--- config.mk ---
export PLATFORM = sky130hd
export DESIGN_NAME = tpjb_ram
export DESIGN_NICKNAME = d
export VERILOG_FILES = /design/src/rtl/tpjb_ram.sv
export SDC_FILE = /design/constraint.sdc
export NUM_CORES = 1
export LEC_CHECK = 0
export BUFFER_PORTS_ARGS = -buffer_cell sky130_fd_sc_hd__buf_2
export CAP_MARGIN = 15
export CORE_UTILIZATION = 24
export CTS_CLUSTER_DIAMETER = 200
export CTS_CLUSTER_SIZE = 28
export DETAILED_ROUTE_END_ITERATION = 16
export GPL_ROUTABILITY_DRIVEN = 0
export PLACE_DENSITY_LB_ADDON = 0.05
export SYNTH_ARGS = -nofsm -noshare
export SYNTH_HDL_FRONTEND = slang
export SYNTH_SLANG_ARGS = --single-unit
--- constraint.sdc ---
create_clock -name clk -period 2.4 [get_ports clk]
set_clock_uncertainty 0.1 [all_clocks]
set_input_delay 0.12 -clock clk [delete_from_list [all_inputs] [get_ports clk]]
set_output_delay 0.12 -clock clk [all_outputs]
set_load 0.005 [all_outputs]
--- src/rtl/tpjb_ram.sv ---
module tpjb_ram #(
	parameter int WIDTH = 8,
	parameter int DEPTH = 64
) (
	input  logic                     clk,
	input  logic                     we,
	input  logic [$clog2(DEPTH)-1:0] waddr,
	input  logic [WIDTH-1:0]         wdata,
	input  logic [$clog2(DEPTH)-1:0] raddr,
	output logic [WIDTH-1:0]         rdata
);
	logic [WIDTH-1:0] mem [DEPTH];

	always_ff @(posedge clk) begin
		if (we) begin
			mem[waddr] <= wdata;
		end
		rdata <= mem[raddr];
	end
endmodule

# Yosys cells after proc, flatten, opt, wreduce, memory -nomap -nowiden
# Memories as Yosys holds them, arrays and structs flattened. A register that Yosys moved wholly into a read port is not among the register bits.
# Index checks and enable logic that the tools add are counted.
dict set report word_totals {
  register_bits 0
  ram_bits 512
  input_bits 22
  output_inout_bits 8
  word_cells 3
  memories 1
}
dict set report classes {
  muxes 2
}
# name words width rd rd_clocked_by_memory_dff wr line
set memory_table {}
lappend memory_table {mem 64 8 1 1 1 12} ;# logic [WIDTH-1:0] mem [DEPTH];
# op count
set op_table {}
lappend op_table {{2-to-1 mux 1 bit} 2}

# Longest topological paths before layout
dict set report depth {
  depth_word 2
  depth_mapped 9
  ltp_nobuf 5
}

# Worst setup path after synthesis
# OpenSTA, ideal clock, no wires.
dict set report synth_timing {
  kind {input-to-reg}
  start {input raddr[1]}
  end {register rdata[3], read port of mem}
  setup_time_ps 128
  arrival_time_ps 1660
  required_ps 2172
  slack_ps 512
  path_stages 7
  path_buffers 3
  cell_sequence {buf_4 > buf_2 > buf_2 > mux4_2 > mux4_2 > o21ai_1 > o41ai_1}
}
# element line
set synth_rtl {}
lappend synth_rtl {{start: declaration} 9} ;# input logic [$clog2(DEPTH)-1:0] raddr,
lappend synth_rtl {{end: declaration} 10} ;# output logic [WIDTH-1:0] rdata

==> metrics.md <==
| Metric | Value |
|---|---|
| Met3 GRT Util | ~1.4% |
| Most frequent cells in the layout | edfxtp_1, buf_4, mux4_2 |
| Period minus WS final | 2.23 ns |
| Met2 GRT Util | a little under a quarter |
| Critical path arrival | between 2 and 3 ns |
| Fin. max-slew vios | 0 |
| Post-synth EDFFs | between 500 and 600 |
| Placed cell area | 22700 um^2 |
| Gr ovfl total | 0 |
| Tot Pwr | 0.0159 W |
| Post-CTS Setup Bufs | 0 |
| CTS Buffer Depth | 3 |
| CTS resizes | 0 |
| Ports | 30 |
| Finished Layout Cells | 2186 |
| Worst Slack Setup Final | 0.173 ns |
| Peak-usage layer in the global routing report | met2 |
| CTS clk-pin slew, worst paths | 0.12 ns |
| Vias per cell | approximately 4.4 |
| Syn Inst Count | between 900 and 1000 |
| Peak supply drop | 0.455 mV |
| Pwr Density | 679 nW/um^2 |
| Buf/Inv on CP | 0 |
| Reg area | 15500 um^2 |
| Leakage | roughly 7.3 nW |
| DPL Wire Length | 38.3 mm |
| Root Buffer | clkbuf_16 |
| Die area | 85200 um^2 |
| Fmax | 449 MHz |
| Setup slack, reg-to-reg | 0.17 ns |
| DRT Pass-1 Iters | 4 |
| Post-Syn Area | 20200 um^2 |
| Synth-to-Final Area Change | 16.2% |
| Most common cell after layout, fill and taps aside | edfxtp_1 |
| GRT Overall Usage | 13.6% |
| Routed WL per cell | 26.5 um |
| Crit Path Category | flop to flop |
| Final instance area | about 23000 um^2 |
| H-tree Lvls | 1 |
| Initial antenna violation count | 4 |
| Maxcap violations | 0 |
| Critical path endpoint category | flop |
| Slowest stage delay, CP | 0.55 ns |
| Global-route wire length before repair | approximately 80 mm |
| Yosys top cell area share | about three quarters |
| Crit start category | flop |
| Critical path's most frequent cell | mux4_2 |
| Clk sinks | 520 |
| Initial Utilization | 24.4% |
| Hold Crit Class | input port to flop |
| Pin count of the biggest net entering global routing | between 60 and 70 |
| Final ANT Viol Nets | 0 |
| Inst Count DP | ~2100 |
| Cell family with most CP delay | multiplexers |
| CP required | 2.76 ns |
| Sequential area share after synthesis | 77.0% |
| Die W | 292 um |
| Port buffer count | 29 |
| Grt met1 use | between 10% and 20% |
| Multi-input gate area | 4320 um^2 |
| Synth area leaders | edfxtp_1, mux4_2, nor2_1, mux2i_1, dfxtp_1 |
| Final hold vios | 0 |
| Critical Path Fanout Max | 1 |
| Die Height | 292 um |
| Library cells used by synthesis | 40 |
| Slowest CP cell | mux4_2 |
| Pre-CTS setup slack | -0.0880 ns |
| Routed vias | 9627 |
| Crit path cell chain | mux4_2, mux4_2, o21ai_1, o41ai_1 |
| Fraction of registers with async set/reset | 0% |
| Synthesis-stage register bit count | 520 |
| Number of buffers created by CTS | 22 |
| Fin util | 28.4% |
| CTS tree | yes |
| Residual DRC | 0 |
| Outcome | complete, no violations |
| Syn Nets | 962 |
| Via count of the first global-routing pass | 10400 |
| Core Area | between 80000 and 90000 um^2 |
| Worst slew margin | 45.4% |
| RSZ-0062 raised after global routing | false |
| Synthesis warning total | 0 |
| Predominant post-synthesis flop cell | edfxtp_1 |
| Fraction of layout cells with a size suffix above 1 | 30.8% |
| Skew-Pair Late Insertion Delay | ~0.60 ns |
| Yosys top cell by area | edfxtp_1 |
| Mean Syn Cell Area | 21.5 um^2 |
| Iter 0 DRT Violations | 622 |
| Final setup viols | 0 |
| # fillers | just over 8000 |
| Final Cycle Share | slightly above 90% |
| Slew @ Worst Pin | 0.819 ns |
| # nets final | 1121 |
| Row cnt | 105 |
| WL final | 58.0 mm |
-- kinds of logic (layout without fill, tap and decap cells) --
group	after synthesis	in the layout	share of synthesized area [%]
other	0	3	0
DFF	520	520	77.0
buffers and inverters	51	224	1.57
AOI/OAI and AO/OA	54	54	2.07
and+or+nand+nor	153	153	3.39
muxes	162	162	15.9
-- layout make-up --
type                    count  share of cell area, %
multi-input cells         369                   18.4
repair buffers            186                   6.81
clock buffers              37                   2.68
well taps                1070                   5.71
diodes                      3                 0.0320
clock inverters             1                 0.0694
flip-flops and latches    520                   66.3
-- worst reg2reg max path: stages (launching register included) --
cell,delay (ns)
edfxtp_1,0.37
mux4_2,0.49
mux4_2,0.55
o21ai_1,0.42
o41ai_1,0.16
-- what timing repair did --
action | 4_1_cts | 5_1_grt
hold buffers | 8 | 0
endpoints found under the hold margin | 202 | 0
endpoints found under the setup margin | 0 | 0
-- power breakdown --
part	switching [W]	internal [W]	leakage, nW	total (W)
clock	0.00288	0.00183	0.307	0.00471
sequential	0.0000293	0.0100	4.67	0.0101
combinational	0.000672	0.000462	2.28	0.00113
-- synth_stat cells (2+ instances only) --
cell,n
o21a_1,2
buf_12,2
o41ai_1,2
o21ai_1,2
buf_1,4
mux4_2,126
mux2i_1,23
a221oi_1,6
nor2b_1,14
a2111oi_0,2
nor3_1,7
o221ai_1,8
clkbuf_1,17
nor2_1,83
nand3_1,13
o2111ai_1,3
buf_4,13
o221a_2,2
a21oi_1,3
buf_2,11
a211oi_1,4
mux2_2,13
o21ai_0,2
o22ai_1,8
nand4_1,2
a22oi_1,3
edfxtp_1,512
dfxtp_1,8
nand3b_1,3
nand2_1,19
o32ai_1,2
nand2b_1,7
nor4_1,2
o2bb2ai_1,3
buf_6,4
-- flip-flops by register name, indices dropped and copies added (netlist names) --
name / flops
rdata: 8
mem: 512
-- layer usage --
metal / share of wire [%] / vias to the layer above / wire length (um)
li1: - / 4208 / -
met1: 47 / 5259 / 27500
met2: 49 / 117 / 28100
met3: 2.4 / 41 / 1390
met4: 1.6 / 2 / 928
met5: 0.029 / - / 17
-- final timing paths --
check / start / endpoint / cells after the start
max: mem[55][5] / rdata[5] / 4
min: wdata[7] / mem[5][7] / 1
max reg2reg: mem[55][5] / rdata[5] / 4
min reg2reg: mem[30][6] / rdata[6] / 3
-- metrics by stage --
stage	hold slack, ns	setup TNS, ns
finish	0.0272	0
global route	0.0463	0
CTS	0.0328	0
detailed placement	0.441	-0.113
global placement	0.443	-0.120
floorplan	0.119	0
Power figures use the tool's default switching activity.
